**config.mk**
```make
export PLATFORM = sky130hd
export DESIGN_NAME = tcfl_ctrl
export DESIGN_NICKNAME = d
export VERILOG_FILES = /design/src/hw/rtl/tcfl_pkg.sv /design/src/hw/rtl/tcfl_ctrl.sv
export SDC_FILE = /design/constraint.sdc
export NUM_CORES = 1
export LEC_CHECK = 0
export ABC_AREA = 0
export BUFFER_PORTS_ARGS = -buffer_cell sky130_fd_sc_hd__buf_2
export CAP_MARGIN = 20
export CORE_MARGIN = 3
export CORE_UTILIZATION = 51
export CTS_CLUSTER_DIAMETER = 200
export DETAILED_ROUTE_END_ITERATION = 12
export GPL_TIMING_DRIVEN = 0
export PLACE_DENSITY = 0.84
export SLEW_MARGIN = 20
export SYNTH_ARGS = -nofsm -noshare
export SYNTH_HDL_FRONTEND = slang
export SYNTH_SLANG_ARGS = --single-unit
```
**constraint.sdc**
```tcl
create_clock -name clock -period 2.2 [get_ports clock]
set_input_delay 0.11 -clock clock [delete_from_list [all_inputs] [get_ports clock]]
set_output_delay 0.11 -clock clock [all_outputs]
set_load 0.05 [all_outputs]
```
**src/hw/rtl/tcfl_pkg.sv**
```systemverilog
package tcfl_pkg;

   localparam int SETS      = 64;
   localparam int WAYS      = 4;
   localparam int LINE_UOPS = 16;

   localparam int LINES  = SETS * WAYS;
   localparam int LINE_W = (LINES > 1) ? $clog2(LINES) : 1;
   localparam int WAY_W  = (WAYS > 1) ? $clog2(WAYS) : 1;
   localparam int SLOT_W = (LINE_UOPS > 1) ? $clog2(LINE_UOPS) : 1;
   localparam int AMEM_W = (LINES * LINE_UOPS > 1) ? $clog2(LINES * LINE_UOPS) : 1;

   localparam int WORD_W = 32;
   localparam int MASK_W = 16;
   localparam int CNT_W  = 5;
   localparam int CFG_W  = 5;
   localparam int UOPS_W = 6;
   localparam int SIZE_W = 4;
   localparam int BIT_W  = 4;

   typedef enum logic [0:0] {
      CSR_MAX_LINE_UOPS     = 1'b0,
      CSR_MAX_LINE_BRANCHES = 1'b1
   } csr_index_type;

   typedef enum logic [0:0] {
      FUNC_RECORD = 1'b0,
      FUNC_LOOKUP = 1'b1
   } func_type;

   typedef struct packed {
      logic [WORD_W-1:0] tag;
      logic [MASK_W-1:0] mask;
      logic [MASK_W-1:0] taken;
      logic [CNT_W-1:0]  bcount;
      logic [WORD_W-1:0] target;
      logic [WORD_W-1:0] fall;
      logic [CNT_W-1:0]  icount;
      logic              ends;
      logic [WAY_W-1:0]  age;
   } meta_type;

   typedef enum logic [4:0] {
      ST_IDLE,
      ST_DECODE,
      ST_APPEND,
      ST_BR_CHK,
      ST_C_ADJ,
      ST_C_SRD,
      ST_C_SCMP,
      ST_C_ARD,
      ST_C_AWR,
      ST_C_WMETA,
      ST_C_WADDR,
      ST_C_DONE,
      ST_L_RD,
      ST_L_CMP,
      ST_L_HIT,
      ST_MISS,
      ST_S_RD,
      ST_S_OUT
   } state_type;

   typedef struct packed {
      logic capture;
      logic append;
      logic adjust;
      logic clear_build;
      logic way_clr;
      logic way_inc;
      logic idx_clr;
      logic idx_inc;
      logic meta_rd_commit;
      logic meta_rd_lookup;
      logic age_wr;
      logic pick_set;
      logic meta_wr;
      logic addr_wr;
      logic hit_latch;
      logic addr_rd;
      logic out_miss;
      logic out_hit0;
      logic out_stream;
   } cmd_type;

   typedef struct packed {
      logic is_lookup;
      logic rec_skip;
      logic overflow;
      logic too_big;
      logic br_close;
      logic tag_zero;
      logic search_take;
      logic last_way;
      logic lookup_hit;
      logic n_zero;
      logic last_idx_wr;
      logic last_idx_rd;
      logic out_free;
   } status_type;

endpackage

```
**src/hw/rtl/tcfl_ctrl.sv**
```systemverilog
module tcfl_ctrl
   import tcfl_pkg::*;
(
   input  logic       clock,
   input  logic       reset,
   input  logic       req_valid,
   output logic       req_stall,
   input  status_type status,
   output cmd_type    cmd
);

   state_type state_ff, state_in;
   logic      ret_append_ff, ret_append_in;

   always_ff @(posedge clock) begin
      if (reset) begin
         state_ff      <= ST_IDLE;
         ret_append_ff <= 1'b0;
      end else begin
         state_ff      <= state_in;
         ret_append_ff <= ret_append_in;
      end
   end

   assign req_stall = (state_ff != ST_IDLE);

   always_comb begin
      state_in      = state_ff;
      ret_append_in = ret_append_ff;
      cmd           = '0;
      unique case (state_ff)
         ST_IDLE: begin
            if (req_valid) begin
               cmd.capture = 1'b1;
               state_in    = ST_DECODE;
            end
         end
         ST_DECODE: begin
            if (status.is_lookup) begin
               cmd.way_clr = 1'b1;
               state_in    = ST_L_RD;
            end else if (status.rec_skip) begin
               state_in = ST_IDLE;
            end else if (status.overflow) begin
               ret_append_in = 1'b1;
               state_in      = ST_C_ADJ;
            end else begin
               state_in = ST_APPEND;
            end
         end
         ST_APPEND: begin
            if (status.too_big) begin
               state_in = ST_IDLE;
            end else begin
               cmd.append = 1'b1;
               state_in   = ST_BR_CHK;
            end
         end
         ST_BR_CHK: begin
            if (status.br_close) begin
               ret_append_in = 1'b0;
               state_in      = ST_C_ADJ;
            end else begin
               state_in = ST_IDLE;
            end
         end
         ST_C_ADJ: begin
            if (status.tag_zero) begin
               cmd.clear_build = 1'b1;
               state_in        = ret_append_ff ? ST_APPEND : ST_IDLE;
            end else begin
               cmd.adjust  = 1'b1;
               cmd.way_clr = 1'b1;
               state_in    = ST_C_SRD;
            end
         end
         ST_C_SRD: begin
            cmd.meta_rd_commit = 1'b1;
            state_in           = ST_C_SCMP;
         end
         ST_C_SCMP: begin
            if (status.search_take) begin
               cmd.pick_set = 1'b1;
               state_in     = ST_C_WMETA;
            end else if (status.last_way) begin
               cmd.way_clr = 1'b1;
               state_in    = ST_C_ARD;
            end else begin
               cmd.way_inc = 1'b1;
               state_in    = ST_C_SRD;
            end
         end
         ST_C_ARD: begin
            cmd.meta_rd_commit = 1'b1;
            state_in           = ST_C_AWR;
         end
         ST_C_AWR: begin
            cmd.age_wr = 1'b1;
            if (status.last_way) begin
               state_in = ST_C_WMETA;
            end else begin
               cmd.way_inc = 1'b1;
               state_in    = ST_C_ARD;
            end
         end
         ST_C_WMETA: begin
            cmd.meta_wr = 1'b1;
            cmd.idx_clr = 1'b1;
            state_in    = ST_C_WADDR;
         end
         ST_C_WADDR: begin
            cmd.addr_wr = 1'b1;
            if (status.last_idx_wr) begin
               state_in = ST_C_DONE;
            end else begin
               cmd.idx_inc = 1'b1;
            end
         end
         ST_C_DONE: begin
            cmd.clear_build = 1'b1;
            state_in        = ret_append_ff ? ST_APPEND : ST_IDLE;
         end
         ST_L_RD: begin
            cmd.meta_rd_lookup = 1'b1;
            state_in           = ST_L_CMP;
         end
         ST_L_CMP: begin
            if (status.lookup_hit) begin
               cmd.hit_latch = 1'b1;
               state_in      = ST_L_HIT;
            end else if (status.last_way) begin
               state_in = ST_MISS;
            end else begin
               cmd.way_inc = 1'b1;
               state_in    = ST_L_RD;
            end
         end
         ST_L_HIT: begin
            if (status.n_zero) begin
               if (status.out_free) begin
                  cmd.out_hit0 = 1'b1;
                  state_in     = ST_IDLE;
               end
            end else begin
               cmd.idx_clr = 1'b1;
               state_in    = ST_S_RD;
            end
         end
         ST_MISS: begin
            if (status.out_free) begin
               cmd.out_miss = 1'b1;
               state_in     = ST_IDLE;
            end
         end
         ST_S_RD: begin
            cmd.addr_rd = 1'b1;
            state_in    = ST_S_OUT;
         end
         ST_S_OUT: begin
            if (status.out_free) begin
               cmd.out_stream = 1'b1;
               if (status.last_idx_rd) begin
                  state_in = ST_IDLE;
               end else begin
                  cmd.idx_inc = 1'b1;
                  state_in    = ST_S_RD;
               end
            end
         end
         default: begin
            state_in = ST_IDLE;
         end
      endcase
   end

endmodule

```
==> results.json, run 1 <==
{
  "clkPwrFrac_pct": 9.1,
  "fin_setup_tns_ns": 0,
  "htreeDepth": 1,
  "internal_power_uw": 500,
  "overflow": 0,
  "die_h_um": 47.3,
  "fin_util_pct": 71.4,
  "synthDominantCellAreaShare_pct": 13.8,
  "vias": 1210,
  "cts_setup_buffers": 0,
  "async_flop_share_pct": 0,
  "areaGrowthSynthToFinish_pct": 28.1,
  "synth-seq-cells": 6,
  "clkLatencyLatePin_ns": 0.26,
  "synth_edf_count": 0,
  "n_antenna_cell": 0,
  "hold_viol_final": 0,
  "dp.cells": 179,
  "maxSlewHeadroom_pct": 68.4,
  "ir_drop_mv": 0.664,
  "r2r_cells": 5,
  "setup_viol": 0,
  "swShare_pct": 58.8,
  "synth_area_um2": 870,
  "grt_pass1_wl_um": 4710,
  "cp.arrival_ns": 1.97,
  "antenna_left": 0,
  "drv_cap": 0,
  "route.detailed.drc": 0,
  "drt_iter0_drc": 61,
  "nNetsFinal": 184,
  "synth_warnings": 0,
  "cellPowerDensity_nw_per_um2": 1090,
  "avgRoutedWirePerCell_um": 16.6,
  "core_um2": 1560,
  "critPathKind": "register to primary output",
  "path_clk_slew_ns": 0.05,
  "yosys.cell_types.count": 47,
  "finalClockSkew_ns": 0.00103,
  "num_rows": 14,
  "worst_pin_slew_ns": 0.474,
  "min_from": "status[8]",
  "hold_path_class": "primary input to register",
  "drv_slew": 0,
  "die_x_um": 47.3,
  "ys.flop_type": "dfxtp_1",
  "cts-hold-fix-buffers": 0,
  "synth_nets": 144,
  "portBuffers": 35,
  "layout-drive-gt1-share_pct": 34.9,
  "crit_path_end_kind": "primary output",
  "viasPerCell": 6.65,
  "fmaxAchievable_mhz": 481,
  "ys_seq_area_share_pct": 13.8,
  "p_leak_uw": 0.000497,
  "tritoncts": "yes",
  "crit_required_ns": 2.09,
  "cts-buffers-inserted": 3,
  "hold_ws_ns": 0.0636,
  "yosys.area.top_type": "dfxtp_1",
  "antenna_found_initial": 0,
  "ctsRootBufferMaster": "clkbuf_4",
  "grt_util_all_layers_pct": 29.9,
  "r2r_setup_slack_ns": 0.53,
  "finalWirelength_um": 3020,
  "r2r-start": "state_ff[1]$_SDFFE_PP0P_",
  "grt_pass1_vias": 1084,
  "p_seq_share_pct": 14.4,
  "drtPass1Iterations": 5,
  "hpwl_um": 2320,
  "place.gp.congestion": 0.924,
  "critPathLaunchType": "register",
  "syn_inst": 128,
  "cts_sinks": 6,
  "io_pins": 36,
  "fin_crit_ns": 2.08,
  "p_switching_uw": 714,
  "clockBufferDepth": 2,
  "whs_path_depth": 2,
  "synth.area.top_cells": "dfxtp_1 (14%), nor2_1 (7.8%), nor2b_1 (4.3%), buf_2 (4.0%), nor3_1 (4.0%)",
  "start_util_pct": 55.8,
  "period_share_pct": 94.6,
  "grt_max_degree": 11,
  "worstPathMaxFanout": 10,
  "layout.cells.non_filler": 182,
  "outcome": "complete, no violations",
  "p_comb_share_pct": 76.4,
  "cts_resized": 0,
  "syn_area_per_cell_um2": 6.79,
  "timing.rr.end": "state_ff[3]$_SDFFE_PP0P_",
  "whs_endpoint": "ret_append_ff$_SDFFE_PP0P_",
  "die-area_um2": 2240
}
## final cells by class
| class | count | area (um2) |
|---|---|---|
| tap | 16 | 20.0 |
| multi-input combinational | 106 | 694 |
| inverter | 5 | 18.8 |
| sequential | 6 | 120 |
| timing repair buffer | 35 | 178 |
| buffer | 11 | 60.1 |
| clock buffer | 3 | 22.5 |
| fill | 136 | 445 |
## how the worst max path moves through the flow
| stage | from | endpoint | slack [ns] | cells past startpoint |
|---|---|---|---|---|
| CTS | state_ff[1]$_SDFFE_PP0P_ | cmd[13] | 0.08 | 6 |
| detailed placement | state_ff[1]$_SDFFE_PP0P_ | cmd[13] | 0.36 | 6 |
| floorplan | state_ff[4]$_SDFFE_PP0P_ | cmd[11] | -0.006 | 5 |
| global route | state_ff[1]$_SDFFE_PP0P_ | cmd[13] | -0.0005 | 6 |
| global placement | state_ff[1]$_SDFFE_PP0P_ | cmd[13] | 0.39 | 6 |
| finish | state_ff[1]$_SDFFE_PP0P_ | cmd[13] | 0.12 | 6 |
## registers in the layout (all words and copies together), names as in the netlist
signal         count
state_ff           5
ret_append_ff      1
## cell usage in the layout (no fill, tap or decap), types with 2 or more instances in the layout
| cell type | netlist | layout |
|---|---|---|
| a41oi_1 | 3 | 3 |
| a21oi_1 | 3 | 3 |
| nand3_1 | 4 | 4 |
| nor3b_2 | 1 | 2 |
| clkbuf_4 | 0 | 6 |
| and2_1 | 2 | 2 |
| or3b_1 | 2 | 2 |
| nor2_1 | 18 | 18 |
| nor3_1 | 7 | 6 |
| o32a_1 | 2 | 2 |
| nor2b_1 | 6 | 6 |
| and3_1 | 2 | 2 |
| a31oi_1 | 4 | 4 |
| nand2_1 | 7 | 7 |
| nand2b_1 | 5 | 5 |
| or3_1 | 2 | 2 |
| buf_1 | 2 | 2 |
| buf_2 | 7 | 39 |
| nor4b_1 | 3 | 3 |
| dfxtp_1 | 6 | 6 |
| nand3b_1 | 3 | 3 |
| o21ai_0 | 7 | 7 |
| inv_1 | 5 | 5 |
## layer usage
layer	routed length [um]	up-vias	GRT usage, %	share of wire, %
li1	-	554	-	-
met1	1130	539	35.2	37
met2	1420	98	46.0	47
met3	366	19	13.0	12
met4	106	0	14.4	3.5
met5	0	-	0	0
## cells in the mapped netlist (all sizes together) (3+ instances only)
cell type and instances:
buf 10, nor3 7, nor4b 4, nand3 4, or3b 3, nor2 18, nand2 8, a41oi 3
a21oi 3, a31oi 4, nor3b 3, nand3b 3, dfxtp 6, nor2b 6, or3 3, o21ai 7
nand2b 5, inv 5
## cells by family (layout without fill, tap and decap cells)
group	Yosys count	after routing	synth area share (%)
AO/OA/AOI/OAI	31	31	25.6
buffers and inverters	16	54	8.35
flip-flops	6	6	13.8
multiplexers	1	1	1.15
AND/OR/NAND/NOR	74	74	51.1
## worst max-delay path, stage by stage (launching register included)
cell,delay (ns)
dfxtp_1,0.38
clkbuf_4,0.24
nand2_1,0.17
o32a_1,0.32
o32a_1,0.28
nor2_1,0.08
clkbuf_4,0.23
## stage by stage
| stage | power, uW | setup slack (ns) | cell area, um2 |
|---|---|---|---|
| 2_1_floorplan | 863 | -0.00559 | 882 |
| 3_3_place_gp | 1060 | 0.386 | 1080 |
| 3_5_place_dp | 1070 | 0.364 | 1080 |
| 4_1_cts | 1180 | 0.0789 | 1100 |
| 5_1_grt | 1290 | -0.000520 | 1110 |
| 6_report | 1210 | 0.119 | 1110 |
## power by group through the flow
stage	clock network, uW	registers (uW)	logic (uW)
2_1_floorplan	0	163	700
6_report	111	175	928
3_3_place_gp	0	173	884
5_1_grt	119	181	990
4_1_cts	112	172	901
3_5_place_dp	0	175	898
Power figures use the tool's default switching activity.
==> inputs of run 2 (changes only) <==
==> constraint.sdc (replaced) <==
create_clock -name clock -period 2.2 [get_ports clock]
set_input_delay 0.11 -clock clock [delete_from_list [all_inputs] [get_ports clock]]
set_output_delay 0.11 -clock clock [all_outputs]
set_load 0.1 [all_outputs]
==> run 2 against run 1 <==
Power rose by 22%. Sequential cell count unchanged. Global-route usage rose by 0.84 points. Count of clock-buffer cells in the layout did not move. Critical path depth is the same. Sequential share of layout area fell by 0.69 points. Core utilization increased by 4.9 points. Non-clock buffer count is the same. Combinational power increased by 29%. First-iteration DRC count rose by 48%. Cell count stayed put. Wire length up 2.1%. Critical endpoint is now cmd[2]. Largest cell class unchanged. Highest routed layer unchanged.
==> results.json, run 2 (same netlist as run 1, synthesis figures left out) <==
{
  "antenna_left": 0,
  "critPathLaunchType": "register",
  "multi_input_area_um2": 744,
  "r2r_setup_slack_ns": 0.56,
  "timing.rr.end": "state_ff[4]$_SDFFE_PP0P_",
  "final_cell_mix": "buf_2 (33), nor2_1 (13), clkbuf_4 (11)",
  "hold_ws_ns": 0.0668,
  "place_area_um2": 1120,
  "portBuffers": 35,
  "seqCellArea_um2": 120,
  "largest-register": "state_ff",
  "outcome": "complete, no violations",
  "die-area_um2": 2240,
  "nNetsFinal": 184,
  "cts_sinks": 6,
  "p_switching_uw": 963,
  "largestRegisters": "state_ff (5), ret_append_ff (1)",
  "cp_slowest_stage_delay_ns": 0.42,
  "p_seq_share_pct": 11.8,
  "cts-buffers-inserted": 3,
  "tritoncts": "yes",
  "fmaxAchievable_mhz": 479,
  "period_share_pct": 94.9,
  "hold_viol_final": 0,
  "place.gp.congestion": 0.973,
  "grt_util_all_layers_pct": 30.7,
  "core_um2": 1560,
  "crit_path_end_kind": "primary output",
  "internal_power_uw": 518,
  "die_x_um": 47.3,
  "crit_required_ns": 2.09,
  "largest_register_ffs": 5,
  "route.detailed.drc": 0,
  "finalClockSkew_ns": 0.00214,
  "grt_max_degree": 11,
  "swShare_pct": 65.0,
  "cellPowerDensity_nw_per_um2": 1240,
  "drt_iter0_drc": 90,
  "num_rows": 14,
  "crit_path_top_delay_cell": "buf_2",
  "hpwl_um": 2330,
  "avgRoutedWirePerCell_um": 17.0,
  "critPathKind": "register to primary output",
  "clkPwrFrac_pct": 7.4,
  "layout-drive-gt1-share_pct": 42.2,
  "totalPowerFinal_uw": 1480,
  "start_util_pct": 55.8,
  "r2r_cells": 5,
  "n_antenna_cell": 0,
  "setup_viol": 0,
  "finalWirelength_um": 3090,
  "p_comb_share_pct": 80.8,
  "grt_pass1_vias": 1026,
  "final.fill_count": 134,
  "critical_path.cell_chain": "clkbuf_4 > buf_2 > and2_1 > nand2_1 > nor2_2 > buf_2",
  "drv_slew": 0,
  "overflow": 0,
  "viasPerCell": 6.59,
  "whs_endpoint": "ret_append_ff$_SDFFE_PP0P_",
  "io_pins": 36,
  "maxSlewHeadroom_pct": 67.6,
  "htreeDepth": 1,
  "vias": 1200,
  "die_h_um": 47.3,
  "whs_path_depth": 2,
  "areaGrowthSynthToFinish_pct": 36.8,
  "drv_cap": 0,
  "cts-hold-fix-buffers": 0,
  "r2r-start": "state_ff[3]$_SDFFE_PP0P_",
  "hold_path_class": "primary input to register",
  "stdcell_area_um2": 1190,
  "fin_setup_tns_ns": 0,
  "clkLatencyLatePin_ns": 0.26,
  "min_from": "status[8]",
  "antenna_found_initial": 0,
  "fin_crit_ns": 2.09,
  "final_common_cell": "buf_2",
  "drtPass1Iterations": 4,
  "p_leak_uw": 0.000516,
  "grt_pass1_wl_um": 4860,
  "ctsRootBufferMaster": "clkbuf_4",
  "fin_util_pct": 76.3,
  "clockBufferDepth": 2,
  "cp_common_cell": "buf_2",
  "worst_pin_slew_ns": 0.489,
  "worstPathMaxFanout": 10,
  "cp.arrival_ns": 1.98,
  "path_clk_slew_ns": 0.05,
  "rsz0062_at_grt": "false",
  "ir_drop_mv": 0.720
}
## run 2: changes by cell type in the layout (fill, tap and decap cells not counted), moves of 2 or more
cell and delta:
nor2_2 +5, clkbuf_4 +5, nor3_1 -3, buf_2 -6, nor2_1 -5, nor3_4 +2
## run 2: final cells by class
cell class,count,area share (%)
well taps,16,1.68
inverters,5,1.58
flip-flops and latches,6,10.1
repair buffers,35,17.0
clock buffers,3,1.89
multi-input cells,106,62.6
plain buffers,11,5.15
## run 2: worst max path at each step
stage	to	startpoint	slack [ns]
6_report	cmd[2]	state_ff[1]$_SDFFE_PP0P_	0.11
4_1_cts	cmd[11]	state_ff[4]$_SDFFE_PP0P_	0.02
5_1_grt	cmd[7]	state_ff[0]$_SDFFE_PP0P_	0.007
3_5_place_dp	cmd[1]	state_ff[1]$_SDFFE_PP0P_	0.16
3_3_place_gp	cmd[1]	state_ff[1]$_SDFFE_PP0P_	0.15
2_1_floorplan	cmd[14]	state_ff[4]$_SDFFE_PP0P_	-0.42
## run 2: power by group through the flow
stage / Combinational (uW) / Clock, uW / Sequential (uW)
finish: 1200 / 109 / 175
global route: 1270 / 123 / 179
CTS: 1160 / 114 / 173
detailed placement: 1150 / 0 / 176
global placement: 1150 / 0 / 174
floorplan: 952 / 0 / 163
## run 2: what timing repair did
item,4_1_cts,5_1_grt
gates cloned,0,0
gates resized for setup,3,14
setup buffers,0,0
endpoints found under the setup margin,4,7
## run 2: per-stage QoR
step	cells	setup slack, ns
after floorplan	128	-0.415
after global placement	179	0.150
after detailed placement	179	0.160
after CTS	182	0.0169
after global routing	182	0.00678
final	182	0.111
## run 2: worst max-delay path: cells and delay by family (launching register included)
kind,cells,cell delay (ns)
buf+inv,3,0.93
flops,1,0.38
simple gates,3,0.39
## run 2: layer usage
metal	vias up	track usage [%]	share of wire (%)
li1	558	-	-
met4	0	3.87	1.4
met1	537	42.6	38
met5	-	0	0
met2	99	47.6	47
met3	6	9.58	13
==> inputs of run 3 (changes only) <==
Settings changed: CORE_UTILIZATION 51 to 25, PLACE_DENSITY 0.84 to not set.
==> run 3 against run 2 <==
Fmax up 1.7%. Cell count increased by 15%. Critical path type unchanged. Critical endpoint is now cmd[14]. Wire length decreased by 0.13%. Largest power group unchanged. Sequential power hardly changed.
==> results.json, run 3 (same netlist as run 1, synthesis figures left out) <==
{
  "areaGrowthSynthToFinish_pct": 41.2,
  "die-area_um2": 4220,
  "die_h_um": 65.0,
  "tritoncts": "yes",
  "avgRoutedWirePerCell_um": 14.7,
  "drt_iter0_drc": 49,
  "finalClockSkew_ns": 0.00427,
  "p_comb_share_pct": 81.6,
  "cts_setup_buffers": 0,
  "vias": 1123,
  "swShare_pct": 65.1,
  "fin_util_pct": 38.6,
  "critPathKind": "register to primary output",
  "layout-drive-gt1-share_pct": 42.8,
  "ctsRootBufferMaster": "clkbuf_4",
  "setup_viol": 0,
  "cts_sinks": 6,
  "r2r_setup_slack_ns": 0.58,
  "rsz0062_at_grt": "false",
  "stdcell_area_um2": 1230,
  "hold_path_class": "primary input to register",
  "clkPwrFrac_pct": 6.7,
  "antenna_left": 0,
  "place.gp.congestion": 0.863,
  "crit_path_end_kind": "primary output",
  "ir_drop_mv": 0.578,
  "p_switching_uw": 955,
  "num_rows": 20,
  "r2r-start": "state_ff[1]$_SDFFE_PP0P_",
  "drtPass1Iterations": 4,
  "start_util_pct": 27.4,
  "place_area_um2": 1160,
  "portBuffers": 35,
  "cellPowerDensity_nw_per_um2": 1190,
  "crit_required_ns": 2.09,
  "cp_slowest_stage_delay_ns": 0.49,
  "drv_slew": 0,
  "use_met2_pct": 22.0,
  "worst_pin_slew_ns": 0.485,
  "grt_max_degree": 11,
  "worstPathMaxFanout": 10,
  "grt_pass1_vias": 1023,
  "grt_util_all_layers_pct": 14.9,
  "route.detailed.drc": 0,
  "clockBufferDepth": 2,
  "overflow": 0,
  "whs_endpoint": "ret_append_ff$_SDFFE_PP0P_",
  "largest_register_ffs": 5,
  "gr-usage-met3_pct": 3.47,
  "dp.cells": 207,
  "timing.rr.end": "state_ff[1]$_SDFFE_PP0P_",
  "viasPerCell": 5.35,
  "r2r_cells": 5,
  "clkLatencyLatePin_ns": 0.24,
  "nNetsFinal": 184,
  "cts-buffers-inserted": 3,
  "p_leak_uw": 0.000518,
  "largest-register": "state_ff",
  "crit_path_top_delay_cell": "or3_1",
  "grt_pass1_wl_um": 4970,
  "internal_power_uw": 512,
  "critical_path.cell_chain": "buf_2 > or3_1 > nor3_4 > a31oi_1 > nand2_1 > clkbuf_4",
  "maxSlewHeadroom_pct": 67.7,
  "largestRegisters": "state_ff (5), ret_append_ff (1)",
  "drv_cap": 0,
  "period_share_pct": 93.3,
  "core_um2": 3180,
  "htreeDepth": 1,
  "grt.busiest_layer": "met1",
  "path_clk_slew_ns": 0.05,
  "final_common_cell": "buf_2",
  "io_pins": 36,
  "met1_usage_pct": 22.0,
  "min_from": "status[8]",
  "hpwl_um": 2450,
  "layout.cells.non_filler": 210,
  "outcome": "complete, no violations",
  "p_seq_share_pct": 11.7,
  "cp.arrival_ns": 1.94,
  "hold_viol_final": 0,
  "fin_crit_ns": 2.05,
  "finalWirelength_um": 3080,
  "critPathLaunchType": "register",
  "whs_path_depth": 2,
  "fmaxAchievable_mhz": 487,
  "fin_setup_tns_ns": 0,
  "final_cell_mix": "buf_2 (34), nor2_1 (13), clkbuf_4 (9)",
  "n_antenna_cell": 0,
  "die_x_um": 65.0,
  "antenna_found_initial": 0,
  "totalPowerFinal_uw": 1470
}
run 3: cell count changes in the layout (fill, tap and decap cells not counted), sizes merged:
cell and delta:
clkbuf -2, buf +2
run 3: worst max-delay path by stage:
stage	from	end	slack [ns]	cells after the start
after CTS	state_ff[0]$_SDFFE_PP0P_	cmd[14]	0.03	5
after detailed placement	state_ff[1]$_SDFFE_PP0P_	cmd[13]	0.20	6
after floorplan	state_ff[4]$_SDFFE_PP0P_	cmd[14]	-0.42	5
final	state_ff[4]$_SDFFE_PP0P_	cmd[14]	0.15	6
after global placement	state_ff[1]$_SDFFE_PP0P_	cmd[1]	0.18	6
after global routing	state_ff[4]$_SDFFE_PP0P_	cmd[14]	0.05	6
run 3: final cells by class:
class                           instances  area, um2
Clock buffer                            3       22.5
Tap cell                               44       55.1
Multi-Input combinational cell        106        749
Timing Repair Buffer                   35        203
Inverter                                5       18.8
Fill cell                             348       1950
Buffer                                 11       58.8
Sequential cell                         6        120
run 3: timing repair:
action	4_1_cts	5_1_grt
hold buffers	0	0
pin swaps	0	0
resized for setup	4	13
endpoints found under the setup margin	4	7
run 3: worst max-delay path: cells and delay by family (launching register included):
kind	cells	cell delay, ns
simple gates	3	0.81
buf+inv	2	0.52
flops	1	0.31
compound gates	1	0.06
run 3: per-layer routing:
| layer | routed length, um | vias up |
|---|---|---|
| li1 | - | 554 |
| met1 | 1430 | 507 |
| met2 | 1330 | 60 |
| met3 | 307 | 2 |
| met4 | 14 | 0 |
| met5 | 0 | - |
run 3: metrics by stage:
step	setup slack [ns]	hold slack, ns
3_5_place_dp	0.201	0.335
2_1_floorplan	-0.415	0.179
5_1_grt	0.0531	0.0873
6_report	0.147	0.0856
4_1_cts	0.0321	0.0749
3_3_place_gp	0.175	0.337
run 3: power by group through the flow:
| stage | sequential [uW] | clock [uW] | combinational (uW) |
|---|---|---|---|
| 2_1_floorplan | 163 | 0 | 952 |
| 3_3_place_gp | 174 | 0 | 1160 |
| 3_5_place_dp | 173 | 0 | 1160 |
| 4_1_cts | 171 | 104 | 1160 |
| 5_1_grt | 180 | 112 | 1270 |
| 6_report | 172 | 98.3 | 1200 |
